## src/hdl/mlpq_pkg.sv

```systemverilog
// Package for the multilevel priority queue.
// Holds request and status codes, controller states and the command/status structs.
package mlpq_pkg;

  typedef enum logic [1:0] {
    REQ_ENQ    = 2'd0,
    REQ_DEQ    = 2'd1,
    REQ_PEEK   = 2'd2,
    REQ_REMOVE = 2'd3
  } req_e;

  typedef enum logic [1:0] {
    ST_OK      = 2'd0,
    ST_EMPTY   = 2'd1,
    ST_NOMATCH = 2'd2,
    ST_FULL    = 2'd3
  } status_e;

  typedef enum logic [1:0] {
    CFG_POLICY_MAP = 2'd0,
    CFG_LEVELS     = 2'd1,
    CFG_NONE_A     = 2'd2,
    CFG_NONE_B     = 2'd3
  } cfg_idx_e;

  typedef enum logic [2:0] {
    S_IDLE,
    S_SCAN,
    S_READ,
    S_CHECK,
    S_SHIFT_RD,
    S_SHIFT_WR,
    S_DONE
  } state_e;

  // Controller to datapath commands.
  typedef struct packed {
    logic load;       // capture request, clear level and position
    logic next_level; // advance to next level, position back to zero
    logic issue_rd;   // read memory at current level and position
    logic next_pos;   // advance position
    logic shift_wr;   // write read data to position minus one
    logic enq_wr;     // append thread id to current level
    logic dec_count;  // drop one entry from current level
    logic finish;     // load result register
    status_e st;      // status to report on finish
    logic id_valid;   // report a result id on finish
  } cmd_t;

  // Datapath to controller status.
  typedef struct packed {
    req_e req;
    logic lvl_active;   // current level is below the active count
    logic policy_hit;   // current level policy equals thread policy
    logic lvl_nonempty; // current level holds entries
    logic lvl_full;     // current level holds LEVEL_DEPTH entries
    logic pos_in_range; // position below the level count
    logic id_match;     // read data equals thread id
    logic last_lvl;     // current level is the final one
  } stat_t;

endpackage

```

## src/hdl/multilevel_priority_queue_top.sv

```systemverilog
// Multilevel priority queue of thread ids.
// Slave stream s_axis carries one request a beat; master stream m_axis
// returns one result per request. Configuration goes through a write port
// (index 0: level policy map, index 1: levels in use), to be written by the
// user only idle; the block itself does not enforce this.
// A request is taken only when the block is idle and no result is waiting.
// Enqueue and the empty or no-match cases scan level by level; peek and
// dequeue then read the head of the level found; remove reads, waits and
// compares for every entry it checks. Dequeue and remove then close the
// gap while the result is out, reading and writing each entry behind the
// removed one. The entry memory has registered reads.
// The next request is taken only after the result beat is taken and the
// gap is closed, so a new request waits until the last one is through.
// Reset empties every level and restores policy map 0x3210 and four levels;
// entry memory contents are not cleared, no clearing pass is needed.
// A stalled receiver holds the result on m_axis and blocks new requests.
module multilevel_priority_queue_top
  import mlpq_pkg::*;
#(
  parameter int NUM_LEVELS  = 4,
  parameter int LEVEL_DEPTH = 16
) (
  input  logic        clk_i,
  input  logic        rst_ni,
  input  logic        cfg_we_i,
  input  logic [1:0]  cfg_idx_i,
  input  logic [15:0] cfg_data_i,
  input  logic        s_axis_tvalid,
  output logic        s_axis_tready,
  input  logic [23:0] s_axis_tdata,  // req_type[1:0], tid[17:2], thread_policy[21:18]
  output logic        m_axis_tvalid,
  input  logic        m_axis_tready,
  output logic [23:0] m_axis_tdata   // status[1:0], result_id[17:2], result_level[19:18]
);

  cmd_t  cmd;
  stat_t stat;
  logic  idle;
  logic  vld_q;
  logic [1:0]  st;
  logic [15:0] rid;
  logic [1:0]  rlvl;

  assign s_axis_tready = idle && !vld_q;

  mlpq_ctrl u_ctrl (
    .clk_i, .rst_ni,
    .start_i   (s_axis_tvalid && s_axis_tready),
    .out_busy_i(vld_q && !m_axis_tready),
    .stat_i    (stat),
    .cmd_o     (cmd),
    .idle_o    (idle)
  );

  mlpq_dpath #(.NUM_LEVELS(NUM_LEVELS), .LEVEL_DEPTH(LEVEL_DEPTH)) u_dpath (
    .clk_i, .rst_ni, .cfg_we_i, .cfg_idx_i, .cfg_data_i,
    .req_i       (s_axis_tdata[1:0]),
    .id_i        (s_axis_tdata[17:2]),
    .pol_i       (s_axis_tdata[21:18]),
    .cmd_i       (cmd),
    .stat_o      (stat),
    .res_status_o(st),
    .res_id_o    (rid),
    .res_level_o (rlvl)
  );

  // Raise the result beat after finish, drop it when taken.
  always_ff @(posedge clk_i or negedge rst_ni) begin
    if (!rst_ni) vld_q <= 1'b0;
    else if (cmd.finish) vld_q <= 1'b1;
    else if (m_axis_tready) vld_q <= 1'b0;
  end

  assign m_axis_tvalid = vld_q;
  assign m_axis_tdata  = {4'd0, rlvl, rid, st};

endmodule

```

## src/hdl/mlpq_ctrl.sv

```systemverilog
// Controller state machine for the multilevel priority queue.
// Depends on mlpq_pkg; drives commands into mlpq_dpath.
module mlpq_ctrl
  import mlpq_pkg::*;
(
  input  logic  clk_i,
  input  logic  rst_ni,
  input  logic  start_i,
  input  logic  out_busy_i,
  input  stat_t stat_i,
  output cmd_t  cmd_o,
  output logic  idle_o
);

  state_e state_q, state_d;

  // Advance state.
  always_ff @(posedge clk_i or negedge rst_ni) begin
    if (!rst_ni) begin
      state_q <= S_IDLE;
    end else begin
      state_q <= state_d;
    end
  end

  // Next state.
  always_comb begin
    state_d = state_q;
    unique case (state_q)
      S_IDLE: begin
        if (start_i) begin
          state_d = S_SCAN;
        end
      end
      S_SCAN: begin
        if (!stat_i.lvl_active) begin
          state_d = S_DONE;
        end else begin
          unique case (stat_i.req)
            REQ_ENQ: begin
              if (stat_i.policy_hit || stat_i.last_lvl) state_d = S_DONE;
            end
            REQ_DEQ, REQ_PEEK: begin
              if (stat_i.lvl_nonempty) state_d = S_READ;
              else if (stat_i.last_lvl) state_d = S_DONE;
            end
            REQ_REMOVE: begin
              if (stat_i.pos_in_range) state_d = S_READ;
              else if (stat_i.last_lvl) state_d = S_DONE;
            end
            default: state_d = S_DONE;
          endcase
        end
      end
      S_READ: state_d = S_CHECK;
      S_CHECK: begin
        if (stat_i.req != REQ_REMOVE) begin
          if (stat_i.req == REQ_DEQ) begin
            state_d = S_SHIFT_RD;
          end else begin
            state_d = S_DONE;
          end
        end else if (stat_i.id_match) begin
          state_d = S_SHIFT_RD;
        end else begin
          state_d = S_SCAN;
        end
      end
      S_SHIFT_RD: state_d = stat_i.pos_in_range ? S_SHIFT_WR : S_DONE;
      S_SHIFT_WR: state_d = S_SHIFT_RD;
      S_DONE:     if (!out_busy_i) state_d = S_IDLE;
      default:    state_d = S_IDLE;
    endcase
  end

  // Outputs.
  always_comb begin
    cmd_o    = '0;
    cmd_o.st = ST_OK;
    unique case (state_q)
      S_IDLE: cmd_o.load = start_i;
      S_SCAN: begin
        if (stat_i.lvl_active) begin
          unique case (stat_i.req)
            REQ_ENQ: begin
              if (stat_i.policy_hit) begin
                cmd_o.finish = 1'b1;
                if (stat_i.lvl_full) cmd_o.st = ST_FULL;
                else cmd_o.enq_wr = 1'b1;
              end else if (stat_i.last_lvl) begin
                cmd_o.finish = 1'b1;
                cmd_o.st     = ST_NOMATCH;
              end else begin
                cmd_o.next_level = 1'b1;
              end
            end
            REQ_DEQ, REQ_PEEK: begin
              if (stat_i.lvl_nonempty) cmd_o.issue_rd = 1'b1;
              else if (stat_i.last_lvl) begin
                cmd_o.finish = 1'b1;
                cmd_o.st     = ST_EMPTY;
              end else cmd_o.next_level = 1'b1;
            end
            REQ_REMOVE: begin
              if (stat_i.pos_in_range) cmd_o.issue_rd = 1'b1;
              else if (stat_i.last_lvl) begin
                cmd_o.finish = 1'b1;
                cmd_o.st     = ST_EMPTY;
              end else cmd_o.next_level = 1'b1;
            end
            default: ;
          endcase
        end else begin
          cmd_o.finish = 1'b1;
          cmd_o.st     = (stat_i.req == REQ_ENQ) ? ST_NOMATCH : ST_EMPTY;
        end
      end
      S_CHECK: begin
        if (stat_i.req == REQ_PEEK) begin
          cmd_o.finish   = 1'b1;
          cmd_o.id_valid = 1'b1;
        end else if (stat_i.req == REQ_DEQ || stat_i.id_match) begin
          cmd_o.finish   = 1'b1;
          cmd_o.id_valid = 1'b1;
          cmd_o.next_pos = 1'b1;
        end else begin
          cmd_o.next_pos = 1'b1;
        end
      end
      S_SHIFT_RD: begin
        if (stat_i.pos_in_range) cmd_o.issue_rd = 1'b1;
        else cmd_o.dec_count = 1'b1;
      end
      S_SHIFT_WR: begin
        cmd_o.shift_wr = 1'b1;
        cmd_o.next_pos = 1'b1;
      end
      default: ;
    endcase
  end

  assign idle_o = (state_q == S_IDLE);

`ifndef NO_ASSERTIONS
  a_load_idle: assert property (@(posedge clk_i) disable iff (!rst_ni)
    cmd_o.load |-> state_q == S_IDLE) else $error("load outside idle");
  a_wr_excl: assert property (@(posedge clk_i) disable iff (!rst_ni)
    !(cmd_o.enq_wr && cmd_o.shift_wr)) else $error("two memory writes");
  a_shift_dec: assert property (@(posedge clk_i) disable iff (!rst_ni)
    cmd_o.dec_count |-> state_q == S_SHIFT_RD) else $error("stray count decrement");
`endif

endmodule

```

## src/hdl/mlpq_dpath.sv

```systemverilog
// Datapath of the multilevel priority queue: entry memory, level counts,
// config registers and result register. Depends on mlpq_pkg.
module mlpq_dpath
  import mlpq_pkg::*;
#(
  parameter int NUM_LEVELS  = 4,
  parameter int LEVEL_DEPTH = 16
) (
  input  logic        clk_i,
  input  logic        rst_ni,
  input  logic        cfg_we_i,
  input  logic [1:0]  cfg_idx_i,
  input  logic [15:0] cfg_data_i,
  input  logic [1:0]  req_i,
  input  logic [15:0] id_i,
  input  logic [3:0]  pol_i,
  input  cmd_t        cmd_i,
  output stat_t       stat_o,
  output logic [1:0]  res_status_o,
  output logic [15:0] res_id_o,
  output logic [1:0]  res_level_o
);

  localparam int LW = (NUM_LEVELS > 1) ? $clog2(NUM_LEVELS) : 1;
  localparam int PW = $clog2(LEVEL_DEPTH);
  localparam int CW = $clog2(LEVEL_DEPTH + 1);
  localparam int AW = LW + PW;
  localparam int MaxAct = (NUM_LEVELS < 4) ? NUM_LEVELS : 4;

  logic [15:0] map_q;
  logic [2:0]  lvls_q;
  req_e        req_q;
  logic [15:0] id_q;
  logic [3:0]  pol_q;
  logic [1:0]  lvl_q;     // levels beyond four are never active
  logic [CW-1:0] pos_q;
  logic [CW-1:0] cnt_q [NUM_LEVELS];
  logic [15:0] mem [2**AW];
  logic [15:0] rd_q;
  logic [1:0]  st_q;
  logic [15:0] rid_q;
  logic [1:0]  rlvl_q;

  logic [2:0]    nact;
  logic [LW-1:0] li;
  logic [CW-1:0] cur_cnt;
  logic [3:0]    cur_pol;
  logic [AW-1:0] rd_addr, wr_addr;
  logic [CW-1:0] pos_m1;

  // Active level limit and current level lookups.
  assign nact    = (lvls_q > 3'(MaxAct)) ? 3'(MaxAct) : lvls_q;
  assign li      = LW'(lvl_q);
  assign cur_cnt = cnt_q[li];
  assign cur_pol = map_q[{lvl_q, 2'b00} +: 4];
  assign pos_m1  = pos_q - CW'(1);
  assign rd_addr = {li, pos_q[PW-1:0]};
  assign wr_addr = cmd_i.enq_wr ? {li, cur_cnt[PW-1:0]} : {li, pos_m1[PW-1:0]};

  always_comb begin
    stat_o.req          = req_q;
    stat_o.lvl_active   = {1'b0, lvl_q} < nact;
    stat_o.policy_hit   = cur_pol == pol_q;
    stat_o.lvl_nonempty = cur_cnt != '0;
    stat_o.lvl_full     = cur_cnt == CW'(LEVEL_DEPTH);
    stat_o.pos_in_range = pos_q < cur_cnt;
    stat_o.id_match     = rd_q == id_q;
    stat_o.last_lvl     = {1'b0, lvl_q} + 3'd1 >= nact;
  end

  // Hold config registers and level counts.
  always_ff @(posedge clk_i or negedge rst_ni) begin
    if (!rst_ni) begin
      map_q  <= 16'h3210;
      lvls_q <= 3'd4;
      for (int i = 0; i < NUM_LEVELS; i++) cnt_q[i] <= '0;
    end else begin
      if (cfg_we_i && cfg_idx_i == CFG_POLICY_MAP) map_q <= cfg_data_i;
      if (cfg_we_i && cfg_idx_i == CFG_LEVELS) lvls_q <= cfg_data_i[2:0];
      if (cmd_i.enq_wr) cnt_q[li] <= cur_cnt + CW'(1);
      else if (cmd_i.dec_count) cnt_q[li] <= cur_cnt - CW'(1);
    end
  end

  // Capture request, walk level and position, load result.
  always_ff @(posedge clk_i) begin
    if (cmd_i.load) begin
      req_q <= req_e'(req_i);
      id_q  <= id_i;
      pol_q <= pol_i;
      lvl_q <= 2'd0;
      pos_q <= '0;
    end else if (cmd_i.next_level) begin
      lvl_q <= lvl_q + 2'd1;
      pos_q <= '0;
    end else if (cmd_i.next_pos && !(req_q == REQ_REMOVE && !stat_o.id_match
                 && pos_q + CW'(1) >= cur_cnt && !stat_o.last_lvl
                 && !cmd_i.finish && !cmd_i.shift_wr)) begin
      pos_q <= pos_q + CW'(1);
    end else if (cmd_i.next_pos) begin
      // Remove miss at end of level: move to next level.
      lvl_q <= lvl_q + 2'd1;
      pos_q <= '0;
    end
    if (cmd_i.finish) begin
      st_q   <= cmd_i.st;
      rid_q  <= cmd_i.id_valid ? rd_q : 16'd0;
      rlvl_q <= (cmd_i.st == ST_EMPTY || cmd_i.st == ST_NOMATCH) ? 2'd0 : lvl_q;
    end
  end

  // Entry memory: one write and one registered read a cycle.
  always_ff @(posedge clk_i) begin
    if (cmd_i.enq_wr) mem[wr_addr] <= id_q;
    else if (cmd_i.shift_wr) mem[wr_addr] <= rd_q;
    if (cmd_i.issue_rd) rd_q <= mem[rd_addr];
  end

  assign res_status_o = st_q;
  assign res_id_o     = rid_q;
  assign res_level_o  = rlvl_q;

endmodule

```

## config.mk

```make
export PLATFORM = sky130hd
export DESIGN_NAME = multilevel_priority_queue_top
export DESIGN_NICKNAME = d
export VERILOG_FILES = /design/src/hdl/mlpq_pkg.sv /design/src/hdl/multilevel_priority_queue_top.sv /design/src/hdl/mlpq_ctrl.sv /design/src/hdl/mlpq_dpath.sv
export SDC_FILE = /design/constraint.sdc
export NUM_CORES = 1
export LEC_CHECK = 0
export BUFFER_PORTS_ARGS = -buffer_cell sky130_fd_sc_hd__buf_2
export CAP_MARGIN = 30
export CORE_AREA = 2 2 295 442
export CTS_CLUSTER_DIAMETER = 100
export DETAILED_ROUTE_END_ITERATION = 6
export DIE_AREA = 0 0 297 444
export SKIP_LAST_GASP = 1
export SYNTH_ARGS = -nofsm -noshare
export SYNTH_HDL_FRONTEND = slang
export SYNTH_SLANG_ARGS = --single-unit
```

## constraint.sdc

```tcl
create_clock -name clk_i -period 5.6 [get_ports clk_i]
set_input_delay 1.12 -clock clk_i [delete_from_list [all_inputs] [get_ports clk_i]]
set_output_delay 1.12 -clock clk_i [all_outputs]
set_load 0.02 [all_outputs]
```

# Yosys cells after proc, flatten, opt, wreduce, memory -nomap -nowiden
# Memories as Yosys holds them, arrays and structs flattened. A register that Yosys moved wholly into a read port is not among the register bits.
# Index checks and enable logic that the tools add are counted.
# Widths: inputs -> output; s select.
dict set report classes {
  n_bitwise 2
  magnitude_cmp 7
  add_sub_neg 6
  muxes 73
  n_reduce_logical 34
  eq_ne 20
  shift 1
}
# operator count
set ops {}
lappend ops {{$mux 3} 16}
lappend ops {{$bwmux 20} 2}
lappend ops {{$mux 20} 2}
lappend ops {{$mux 1} 27}
lappend ops {{$mux 5} 5}
lappend ops {{$pmux 3 s7} 1}
lappend ops {{$mux 2} 9}
lappend ops {{$pmux 3 s3} 2}
lappend ops {{$eq 16x16->1} 1}
lappend ops {{$mux 16} 1}
lappend ops {{$shiftx 16x5->4} 1}
lappend ops {{$logic_and 1x1->1} 12}
lappend ops {{$add 5x1->5 const B} 2}
lappend ops {{$bmux 5 s2} 1}
lappend ops {{$demux 5 s2} 1}
lappend ops {{$eq 3x3->1 const B} 3}
lappend ops {{$pmux 1 s2} 4}
lappend ops {{$reduce_bool 2->1} 4}
lappend ops {{$logic_not 1->1} 7}
lappend ops {{$eq 2x1->1 const B} 3}
lappend ops {{$eq 2x2->1 const B} 3}
lappend ops {{$eq 3x2->1 const B} 2}
lappend ops {{$ne 2x2->1 const B} 3}
lappend ops {{$eq 5x5->1 const B} 1}
lappend ops {{other kinds (26)} 30}
dict set report totals {
  memories 1
  out_inout_bits 26
  ff_bits 92
  elab_cells 160
  ram_bits 1024
  inputBits 47
}
# name words word_bits rd rd_clocked_by_memory_dff write_ports line_no
set memory_table {}
lappend memory_table {u_dpath.mem 64 16 1 1 1 mlpq_dpath.sv:38} ;# logic [15:0] mem [2**AW];

# Depth between registers and ports, before layout
# Gate-level depths: netlist (run 1).
dict set report logic_depth {
  word_depth 17
  ltp_mapped 13
  ltp_nobuf 10
}

# Hierarchy
# From an unflattened synthesis (run 1), not the netlist that was laid out.
dict set report hier_totals {
  hier_cells 2047
  area_unflattened_um2 44601.5
}
# mod seq_area_each_um2 area_per_inst_um2 instances cells_per_inst
set by_module_without_submodules {}
lappend by_module_without_submodules {mlpq_dpath 33613.5 43987.2 1 1972}
lappend by_module_without_submodules {mlpq_ctrl 75.1 530.5 1 65}
lappend by_module_without_submodules {multilevel_priority_queue_top 25.0 83.8 1 10}

# Worst setup path before layout (run 1)
# Ideal clock, no wire load.
dict set report synth_path {
  path_kind {flip-flop to flip-flop}
  startpoint {register u_dpath.lvl_q[1], in the netlist u_dpath.li[1]}
  endpoint {register u_dpath.rd_q[0], read port of u_dpath.mem (enable)}
  path_stages_with_launch 14
  path_buffers 3
  synth_period_minus_slack_ps 4446
  setup_slack_ps 1154
  setup_ps 394
  arrival_time_ps 4052
  t_required_ps 5206
  cell_sequence {dfxtp_1 -> buf_2 -> buf_1 -> mux4_2 -> inv_1 -> ha_1 -> nor2b_1 -> o21a_1 -> o211ai_1 -> and2_1 -> clkbuf_1 -> a21oi_1 -> or4b_2 -> a21oi_1}
}
# item line_no
set synth_lines {}
lappend synth_lines {{start, declared} mlpq_dpath.sv:35} ;# logic [1:0] lvl_q;
lappend synth_lines {{start signal, assigned} mlpq_dpath.sv:94} ;# lvl_q <= lvl_q + 2'd1;
lappend synth_lines {{start signal, assigned} mlpq_dpath.sv:102} ;# lvl_q <= lvl_q + 2'd1;
lappend synth_lines {{end, declared} mlpq_dpath.sv:39} ;# logic [15:0] rd_q;

# Worst setup path after layout (run 1)
dict set report layout_path {
  startpoint {register u_dpath.lvl_q[1], in the netlist u_dpath.li[1]}
  endpoint {memory u_dpath.mem[25][11] (enable)}
}
dict set report layout_between {
  elab_chain_len 13
  elab_cells_between_ends 19
  cone_classes {1 x order compare; 2 x eq/ne; 1 x shift; 13 x mux; 2 x bitwise}
}
# item line_no
set layout_rtl {}
lappend layout_rtl {{$not 2->3 (implied by the code)} mlpq_dpath.sv:54} ;# assign cur_cnt = cnt_q[li];
lappend layout_rtl {{$bmux 5 s2} mlpq_dpath.sv:54}
lappend layout_rtl {{$mux 5 (implied by the code) (2 in a row)} mlpq_dpath.sv:54}
lappend layout_rtl {{$eq 5x5->1} mlpq_dpath.sv:65} ;# stat_o.lvl_full = cur_cnt == CW'(LEVEL_DEPTH);
lappend layout_rtl {{$mux 1} mlpq_ctrl.sv:88} ;# if (stat_i.lvl_full) cmd_o.st = ST_FULL;
lappend layout_rtl {{$mux 1} mlpq_ctrl.sv:86} ;# if (stat_i.policy_hit) begin
lappend layout_rtl {{$mux 1} mlpq_ctrl.sv:84} ;# unique case (stat_i.req)
lappend layout_rtl {{$mux 1} mlpq_ctrl.sv:83} ;# if (stat_i.lvl_active) begin
lappend layout_rtl {{$mux 1} mlpq_ctrl.sv:80} ;# unique case (state_q)
lappend layout_rtl {{$mux 1} mlpq_dpath.sv:114} ;# if (cmd_i.enq_wr) mem[wr_addr] <= id_q;
lappend layout_rtl {{$mux 1, on equally long branches} {mlpq_dpath.sv:114, mlpq_dpath.sv:115}}
lappend layout_rtl {{$or 1x1->1 (no source line)} --}
lappend layout_rtl {{end, declared} mlpq_dpath.sv:38}
# Parallel ways exist; a longest one is shown, timed or not. The select of a mux whose other input is x is not followed.

==> summary.md, run 1 <==
| Metric | Value |
|---|---|
| P&R area growth vs syn | 14.7% |
| CP max FO | 13 |
| Sequential share of the synthesized area | roughly three quarters |
| Clock tree sinks | 1132 |
| EDFF count, synth | 1082 |
| Vias in the first global route | 21.4k |
| Layout Nets | 2209 |
| Row count | 161 |
| Cts repair resizes | 0 |
| Top delay family on crit path | simple AND/OR/NAND/NOR gates |
| Setup Crit Path Kind | flip-flop to flip-flop |
| CP dominant cell by count | buf_4 |
| Vias/cell | 5.12 |
| Slowest-stage cell, CP | dfxtp_1 |
| Slew Viols, Final | 0 |
| Width of the die | 297 um |
| Max clock buf depth | 3 |
| Worst-Skew Late Latency | 0.71 ns |
| Number of vias in the routed layout | 20.1k |
| # port buffers | 66 |
| Post-route ant nets | 0 |
| Synth Instances | a little under 2k |
| Gr ovfl total | 0 |
| Max cap viols | 0 |
| DP Area | 47600 um^2 |
| CTS tree | built |
| First-pass GRT wire length | 146000 um |
| Core area | 128000 um^2 |
| FMAX | 238 MHz |
| Critical Path RT | 5.97 ns |
| Number of iterations in the first detailed-routing pass | 5 |
| Initial antenna violation count | 1 |
| Gr usage total | 15.0% |
| Crit-path cells | ha_1 > nor2b_1 > o21ai_0 > nand3_1 > or3_1 > o21ai_1 > buf_4 > nand2_1 > nor2_1 > buf_4 |
| Primary FF master, synth | edfxtp_1 |
| Mean routed wirelength per cell | between 20 and 30 um |
| DRC Markers | 0 |
| Root buffer cell | clkbuf_16 |
| Area of the mapped netlist | approximately 45000 um^2 |
| Placed wire-length estimate | between 60000 and 70000 um |
| RSZ-0062 raised after global routing | no |
| Run status | finished clean |
| Post CTS Setup Buffer Count | 0 |
| Ys async rst share | 3.80% |
| Final worst setup slack | 1.40 ns |
| Hold buffers post-CTS | 0 |
| Worst path buffer plus inverter count | 2 |
| Number of top-level pins | 73 |
| Final Power | 25.2 mW |
| Final Hold Viols | 0 |
| Period utilization | between 70% and 80% |
| Rel. slew slack | 37.3% |
| Largest net degree at the start of global routing | between 100 and 150 |
| Hold crit path type | flip-flop to flip-flop |
| Worst setup SP type | flip-flop |
| Starting DRT DRC Count | 1792 |
| Slowest stage delay, CP | 0.70 ns |
| Critical Path AT | ~4.6 ns |
| Worst hold slack | around 0.50 ns |
| Crit. End Element | flip-flop |
| Initial Utilization | 34.8% |
| Final Critical Period | 4.20 ns |
| RePlAce Congestion | 0.850 |
| Setup violators final | 0 |
| Cell area after layout | 51100 um^2 |
| Synthesized area per cell | 22.8 um^2 |
| Clock Skews | 0.0286 ns |
| Die H | 444 um |
| Max IR drop VDD | 0.000309 V |
| Share of post-route cells with drive strength above 1 | 33.6% |
| Most frequent cells in the layout | 1082 x edfxtp_1, 345 x mux4_2, 99 x clkbuf_16 |
| Clock Pin Slew Worst Setup and Hold Paths | about 0.07 ns |
| FF+latch count, synth | 1132 |
| Most common cell after layout, fill and taps aside | edfxtp_1 |
| Pwr/cell area | 493 nW/um^2 |
| CTS buffer count | 97 |
| Routed wire length | 98900 um |
| Die area | 132000 um^2 |
| CTS HTree Levels | 3 |
| Yosys warning count | 0 |
| Distinct cells, synth | 63 |
| Worst slew pin tran | 0.940 ns |
| Place WS | between 1 and 1.5 ns |
| Post-route setup TNS | 0 ns |
| Pleak | 15.9 nW |
==> cells in the mapped netlist, types with 3 or more instances <==
library cell	instances	share of area (%)
xnor2_1	6	0.12
dfstp_2	5	0.29
buf_4	4	0.067
clkbuf_1	60	0.51
nand2_1	30	0.25
nor3_1	10	0.11
mux4_2	345	17
nand2b_1	8	0.11
mux2_2	49	1.2
nor4_1	15	0.21
nor2_1	76	0.64
nand3_1	7	0.079
buf_1	25	0.21
nor2b_1	7	0.098
ha_1	28	0.79
mux2_1	8	0.20
edfxtp_1	1082	73
o21ai_0	11	0.12
dfrtp_1	38	2.1
dfxtp_1	7	0.31
a31oi_1	4	0.056
a21oi_1	14	0.16
xnor2_2	4	0.15
xor2_1	19	0.37
nand4_1	3	0.042
buf_2	4	0.045
and2_1	20	0.28
nand3b_1	4	0.067
inv_1	15	0.13
==> metal layers <==
layer / track usage, % / up-vias / part of all wire, %
met5: 0 / - / 0
met4: 5.68 / 0 / 3.5
met3: 2.33 / 143 / 4.5
met2: 27.7 / 559 / 55
met1: 17.5 / 10800 / 38
li1: - / 8594 / -
==> layout make-up <==
class,count,area [um^2]
fill,11300,77000
timing repair buffer,174,1290
clock buffer,115,2540
tap,1711,2140
inverter,16,60.1
antenna,2,5.00
multi-input combinational,713,10400
clock inverter,67,926
sequential,1132,33700
==> flip-flops by register name, indices dropped and copies added, names as in the netlist, named ones only <==
register / cells
m_axis_tvalid: 1
u_dpath.id_q: 16
u_dpath.res_status_o: 2
u_dpath.pos_q: 5
u_dpath.res_id_o: 16
u_ctrl.state_q: 3
u_dpath.map_q: 16
u_dpath.pol_q: 4
u_dpath.li: 2
u_dpath.lvls_q: 3
u_dpath.req_q: 2
u_dpath.res_level_o: 2
u_dpath.cnt_q: 16
u_dpath.rd_q: 16
u_dpath.mem: 1024
==> report_power, final <==
| part | leakage (nW) | total [mW] | switching [mW] | internal [mW] |
|---|---|---|---|---|
| Sequential | 10.3 | 11.0 | 0.387 | 10.6 |
| Combinational | 3.96 | 6.89 | 4.09 | 2.80 |
| Clock | 1.65 | 7.27 | 3.08 | 4.20 |
==> through the flow <==
| step | instances | util (%) |
|---|---|---|
| global placement | 3738 | 37.1 |
| CTS | 3926 | 39.9 |
| global route | 3929 | 39.9 |
| detailed placement | 3744 | 37.2 |
| finish | 3930 | 39.9 |
| floorplan | 1955 | - |
==> worst register-to-register path, stage by stage, from the launching register on <==
cell and delay, ns:
dfxtp_1 0.70, ha_1 0.33, nor2b_1 0.14, o21ai_0 0.55
nand3_1 0.26, or3_1 0.50, o21ai_1 0.30, buf_4 0.22
nand2_1 0.18, nor2_1 0.37, buf_4 0.31
==> path summary, 6_finish.rpt <==
| check | start | cells past startpoint | to | slack, ns |
|---|---|---|---|---|
| max | u_dpath.li[1] | 10 | u_dpath.mem[25][11] | 1.40 |
| min | u_dpath.cnt_q[18] | 1 | u_dpath.cnt_q[18] | 0.50 |
| max reg2reg | u_dpath.li[1] | 10 | u_dpath.mem[25][11] | 1.40 |
| min reg2reg | u_dpath.cnt_q[18] | 1 | u_dpath.cnt_q[18] | 0.50 |
| max in group asynchronous | rst_ni | 1 | u_dpath.cnt_q[3] | 4.44 |
| min in group asynchronous | rst_ni | 1 | u_ctrl.state_q[0] | 0.56 |
==> logic make-up after synthesis <==
family	Yosys count	synth area share, %
adder cells (fa/ha/maj)	28	0.786
multiplexers	404	18.9
AO/OA/AOI/OAI	57	0.856
buffers and inverters	110	0.988
XOR/XNOR	29	0.637
other	1	0.00842
flip-flops	1132	75.7
AND/OR/NAND/NOR	191	2.14
No activity file was read; power rests on OpenSTA's default activity.
==> run 2: changes to the inputs <==
==> constraint.sdc (replaced) <==
create_clock -name clk_i -period 4.14 [get_ports clk_i]
set_input_delay 0.828 -clock clk_i [delete_from_list [all_inputs] [get_ports clk_i]]
set_output_delay 0.828 -clock clk_i [all_outputs]
set_load 0.02 [all_outputs]
==> run 2 against run 1 <==
Compared with the run above: the flow now finishes with violations (design-rule violations); via count is 0.82% higher; sequential share of layout area rose by 0.16 points; utilization fell by 0.096 points; first-iteration DRC count is 0.39% lower; worst setup slack worse by 1.2 ns; global-route usage grew 0.22 points; clock-buffer cell count is 7 higher; non-clock buffer count is 24 higher; clock power rose by 27%; register-to-register slack got worse by 1.2 ns; combinational power up 37%; fmax up 7.1%; critical endpoint is now u_dpath.mem[48][12].
==> summary.md, run 2 (synthesized netlist as in run 1, its figures left out) <==
| Metric | Value |
|---|---|
| GR Util met3 | 2.18% |
| Clock tree sinks | 1132 |
| Gr ovfl total | 0 |
| Placed cell count | 3768 |
| CTS tree | built |
| Cts repair resizes | 0 |
| Most frequent cells in the layout | 1082 x edfxtp_1, 345 x mux4_2, 122 x buf_4 |
| Root buffer cell | clkbuf_16 |
| Starting DRT DRC Count | 1785 |
| Share of post-route cells with drive strength above 1 | between 30% and 40% |
| Gr usage total | ~15% |
| Max cap viols | 0 |
| CP max FO | 16 |
| Largest net degree at the start of global routing | 126 |
| Slew Viols, Final | 0 |
| Run status | finished with violations |
| Max clock buf depth | 3 |
| # port buffers | 66 |
| Pwr/cell area | 656 nW/um^2 |
| Max IR drop VDD | 0.000442 V |
| Layout Nets | approximately 2.2k |
| Slowest-stage cell, CP | mux4_2 |
| Hold buffers post-CTS | 0 |
| Critical Path AT | 4.27 ns |
| Die H | roughly 440 um |
| Worst slew pin tran | 1.02 ns |
| Crit-path cells | buf_4 > mux4_2 > xnor2_2 > nand4_4 > or3_1 > o22ai_1 > buf_4 > nand2_1 > nor2_1 > buf_4 |
| Number of iterations in the first detailed-routing pass | 7 |
| End-of-flow core utilization | 39.8% |
| Width of the die | between 200 and 300 um |
| Place WS | 0.270 ns |
| FMAX | 255 MHz |
| Worst setup SP type | flip-flop |
| Setup Crit Path Kind | flip-flop to flip-flop |
| Final Critical Period | 3.92 ns |
| RePlAce Congestion | around 0.84 |
| Pleak | 15.9 nW |
| Number of top-level pins | 73 |
| Final worst setup slack | 0.215 ns |
| Row count | 161 |
| Slowest stage delay, CP | 0.58 ns |
| Hold crit path type | primary input to flip-flop |
| Post-route ant nets | 0 |
| Hold Path Depth | 1 |
| Vias in the first global route | ~22k |
| Vias/cell | 5.14 |
| CTS HTree Levels | 3 |
| Post CTS Setup Buffer Count | 0 |
| Worst-Skew Late Latency | approximately 0.69 ns |
| Placed wire-length estimate | 63500 um |
| Crit. End Element | flip-flop |
| Number of vias in the routed layout | 20.3k |
| Rel. slew slack | between 30% and 40% |
| First-pass GRT wire length | between 100000 and 150000 um |
| Grt met2 use | 29.4% |
| Most common cell after layout, fill and taps aside | edfxtp_1 |
| Worst Hold End | u_dpath.id_q[13] |
| R2r startpoint | u_dpath.li[0] |
| Clock Pin Slew Worst Setup and Hold Paths | around 0.06 ns |
| Fillers | 11.3k |
| Reg2Reg Depth | 10 |
| Worst hold slack | 0.320 ns |
| Failing checks | design-rule violations |
| Clock Skews | between 0.02 and 0.03 ns |
| Footprint of the multi-input gates | 10400 um^2 |
| Die area | around 130000 um^2 |
| Final cell count without fillers | 3952 |
| Setup violators final | 0 |
| CP dominant cell by count | buf_4 |
| Mean routed wirelength per cell | ~25 um |
| CTS buffer count | between 90 and 100 |
| Worst path buffer plus inverter count | 3 |
| Final Hold Viols | 0 |
| Routed wire length | 101000 um |
| Post-route setup TNS | 0 ns |
| Top Usage Layer GRT | met2 |
| Top delay family on crit path | simple AND/OR/NAND/NOR gates |
| M1 GR Usage | 16.9% |
| Critical Path RT | 4.49 ns |
| Most flop-heavy register | u_dpath.mem |
| Core area | 128000 um^2 |
| RSZ-0062 raised after global routing | no |
| Initial Utilization | 34.8% |
| P&R area growth vs syn | 14.4% |
| Storage element area | 33700 um^2 |
| Max FFs per register | 1024 |
| R2R Setup Slk | around 0.22 ns |
| R2R Path End | u_dpath.mem[48][12] |
| Initial antenna violation count | 1 |
| Hold wc startpoint | s_axis_tdata[15] |
| DRC Markers | 1 |
| Period utilization | between 90% and 100% |
## run 2: area by class of cell
cell class	instances	share of cell area, %
diodes	3	0.0147
well taps	1711	4.20
clock buffers	122	4.99
repair buffers	198	2.80
multi-input cells	713	20.5
flip-flops and latches	1132	66.2
clock inverters	57	1.26
inverters	16	0.118
## run 2: report_power, final
group	switching (mW)	total (mW)	internal, mW
Combinational	5.60	9.47	3.87
Clock	4.03	9.21	5.18
Sequential	0.378	14.8	14.4
Total	10.0	33.5	23.4
## run 2: stage by stage
step / power [mW] / instance area, um^2
after global placement: 24.3 / 47800
final: 33.5 / 51000
after global routing: 34.7 / 51000
after CTS: 33.8 / 51000
after floorplan: 21.0 / 44600
after detailed placement: 24.6 / 47800
## run 2: worst max path at each step
stage	startpoint	endpoint	slack, ns	depth (start not counted)
finish	u_dpath.li[0]	u_dpath.mem[48][12]	0.22	10
global route	u_dpath.li[0]	u_dpath.mem[55][14]	0.04	10
CTS	u_dpath.li[0]	u_dpath.mem[48][7]	0.21	10
detailed placement	u_dpath.li[0]	u_dpath.mem[48][10]	0.27	10
global placement	u_dpath.li[0]	u_dpath.mem[54][10]	0.32	10
floorplan	u_dpath.li[0]	u_dpath.mem[32][0]	0.004	12
## run 2: per-layer routing
layer / vias up / wire length (um)
li1: 8648 / -
met1: 10900 / 36100
met2: 601 / 57000
met3: 173 / 4390
met4: 2 / 3210
met5: - / 11
## run 2: worst reg2reg max path: cells and delay by family (launching register included)
family / cells / cell delay [ns]
compound gates: 1 / 0.31
xor+xnor: 1 / 0.22
buf+inv: 3 / 0.88
flops: 1 / 0.47
mux: 1 / 0.58
simple gates: 4 / 1.11
==> run 3: changes to the inputs <==
--- a/config.mk
+++ b/config.mk
@@ -11,6 +11,7 @@
 export CTS_CLUSTER_DIAMETER = 100
 export DETAILED_ROUTE_END_ITERATION = 6
 export DIE_AREA = 0 0 297 444
+export PLACE_DENSITY = 0.58
 export SKIP_LAST_GASP = 1
 export SYNTH_ARGS = -nofsm -noshare
 export SYNTH_HDL_FRONTEND = slang
==> constraint.sdc (replaced) <==
create_clock -name clk_i -period 4.4 [get_ports clk_i]
set_input_delay 0.88 -clock clk_i [delete_from_list [all_inputs] [get_ports clk_i]]
set_output_delay 0.88 -clock clk_i [all_outputs]
set_load 0.02 [all_outputs]
==> run 3 against run 2 <==
Compared with the run above: the run now ends clean; clock-buffer cell count is 3 higher; hold slack got worse by 0.26 ns; utilization grew 0.13 points; critical path depth grew 1; routed wire length is 2.5% lower; sequential share of layout area fell by 0.21 points; final area rose by 0.32%; worst setup slack improved by 0.20 ns; power down 4.9%; global-route usage is 0.25 points lower; non-clock buffer count decreased by 1; largest cell class unchanged; largest power group unchanged.
==> summary.md, run 3 (synthesized netlist as in run 1, its figures left out) <==
| Metric | Value |
|---|---|
| Layout Nets | 2236 |
| Initial Utilization | 34.8% |
| Internal | about 22 mW |
| Sequential Power Share | 43.8% |
| Number of vias in the routed layout | 20.1k |
| Top delay family on crit path | simple AND/OR/NAND/NOR gates |
| Largest net degree at the start of global routing | 129 |
| Post CTS Setup Buffer Count | 0 |
| CTS HTree Levels | 3 |
| Most frequent cells in the layout | 1082 x edfxtp_1, 345 x mux4_2, 121 x buf_4 |
| Slowest-stage cell, CP | or4b_2 |
| Clock tree sinks | around 1.1k |
| Worst slew pin tran | 0.970 ns |
| Die H | 444 um |
| Worst path buffer plus inverter count | 2 |
| Die area | 132000 um^2 |
| FMAX | 251 MHz |
| Fillers | between 10k and 15k |
| CP max FO | 16 |
| Switching Power | 9.53 mW |
| Worst hold slack | between 0.05 and 0.06 ns |
| Mean routed wirelength per cell | ~25 um |
| WP depth | 11 |
| CTS tree | built |
| Number of iterations in the first detailed-routing pass | 6 |
| Crit-path cells | mux4_2 > inv_1 > ha_1 > nor2b_1 > o21a_1 > o211ai_1 > and2_1 > a21oi_1 > or4b_2 > a21oi_2 > buf_4 |
| Routed wire length | 98200 um |
| Slowest stage delay, CP | 0.65 ns |
| RePlAce Congestion | roughly 0.83 |
| Gr usage total | between 15 and 20% |
| Reg2Reg Depth | 11 |
| Cell area after layout | slightly above 50000 um^2 |
| Pleak | between 15 and 20 nW |
| Share of post-route cells with drive strength above 1 | 33.8% |
| Hold crit path type | primary input to asynchronous set/reset pin |
| Vias/cell | 5.07 |
| DP Area | between 40000 and 50000 um^2 |
| Post-route ant nets | 0 |
| Clock Pin Slew Worst Setup and Hold Paths | 0.06 ns |
| Max FFs per register | 1024 |
| # port buffers | 66 |
| Vias in the first global route | 21.7k |
| Period utilization | 90.6% |
| Core area | 128000 um^2 |
| Setup violators final | 0 |
| Critical Path AT | 4.36 ns |
| Logic pwr share | 28.1% |
| Slew Viols, Final | 0 |
| Hold buffers post-CTS | 0 |
| CTS buffer count | between 100 and 150 |
| Most flop-heavy register | u_dpath.mem |
| Rel. slew slack | a little over a third |
| Setup Crit Path Kind | flip-flop to flip-flop |
| Row count | roughly 160 |
| Most common cell after layout, fill and taps aside | edfxtp_1 |
| Clock Skews | 0.0295 ns |
| Max clock buf depth | 3 |
| DRC Markers | 0 |
| End-of-flow core utilization | 39.9% |
| Crit. End Element | flip-flop |
| Cts repair resizes | 0 |
| Starting DRT DRC Count | 1471 |
| Clk pwr share | 28.1% |
| Max IR drop VDD | 0.000402 V |
| Width of the die | 297 um |
| Final Hold Viols | 0 |
| Root buffer cell | clkbuf_16 |
| Run status | finished clean |
| Gr ovfl total | 0 |
| Post-route setup TNS | 0 ns |
| Max cap viols | 0 |
| RSZ-0062 raised after global routing | no |
| Critical Path RT | 4.78 ns |
| P&R area growth vs syn | 14.8% |
| Worst-Skew Late Latency | just over 0.7 ns |
| Pwr/cell area | 622 nW/um^2 |
| Sw Ratio | 30.0% |
| Worst setup SP type | flip-flop |
| Final Critical Period | ~4.0 ns |
| Number of top-level pins | 73 |
| Initial antenna violation count | 1 |
| First-pass GRT wire length | 146000 um |
| Placed wire-length estimate | 65700 um |
run 3: power by group through the flow:
stage,Clock [mW],Combinational [mW],Sequential (mW)
floorplan,0,5.74,14.0
global placement,0,8.73,14.1
detailed placement,0,9.07,14.2
CTS,9.17,9.08,13.9
global route,9.56,9.53,14.0
finish,8.95,8.93,13.9
run 3: per-layer routing:
metal | GRT usage, % | vias to the layer above | share of wire [%]
met5 | 0 | - | 0
met4 | 6.48 | 0 | 4.1
met3 | 2.43 | 151 | 4.5
met2 | 27.7 | 506 | 54
met1 | 17.1 | 10800 | 37
li1 | - | 8657 | -
run 3: final timing paths:
check	start	to	slack, ns
setup / recovery	u_dpath.li[0]	u_dpath.rd_q[7]	0.41
hold / removal	rst_ni	u_dpath.map_q[11]	0.06
setup reg to reg	u_dpath.li[0]	u_dpath.rd_q[7]	0.41
hold reg to reg	u_dpath.cnt_q[18]	u_dpath.cnt_q[18]	0.49
max in group asynchronous	rst_ni	u_dpath.map_q[9]	3.83
min in group clk_i	s_axis_tdata[17]	u_dpath.id_q[15]	0.35
run 3: stage by stage:
| step | power [mW] | setup WS (ns) | std cells |
|---|---|---|---|
| 3_5_place_dp | 23.2 | 0.448 | 3767 |
| 5_1_grt | 33.1 | 0.220 | 3957 |
| 3_3_place_gp | 22.9 | 0.414 | 3763 |
| 6_report | 31.8 | 0.411 | 3957 |
| 4_1_cts | 32.2 | 0.418 | 3954 |
| 2_1_floorplan | 19.7 | 0.245 | 1955 |
run 3: final cells by class:
class	count	area, um^2	area share [%]
flip-flops and latches	1132	33700	65.9
multi-input cells	713	10400	20.4
clock buffers	125	2660	5.20
well taps	1711	2140	4.19
repair buffers	197	1460	2.85
clock inverters	62	668	1.31
inverters	16	60.1	0.117
diodes	1	2.50	0.00489
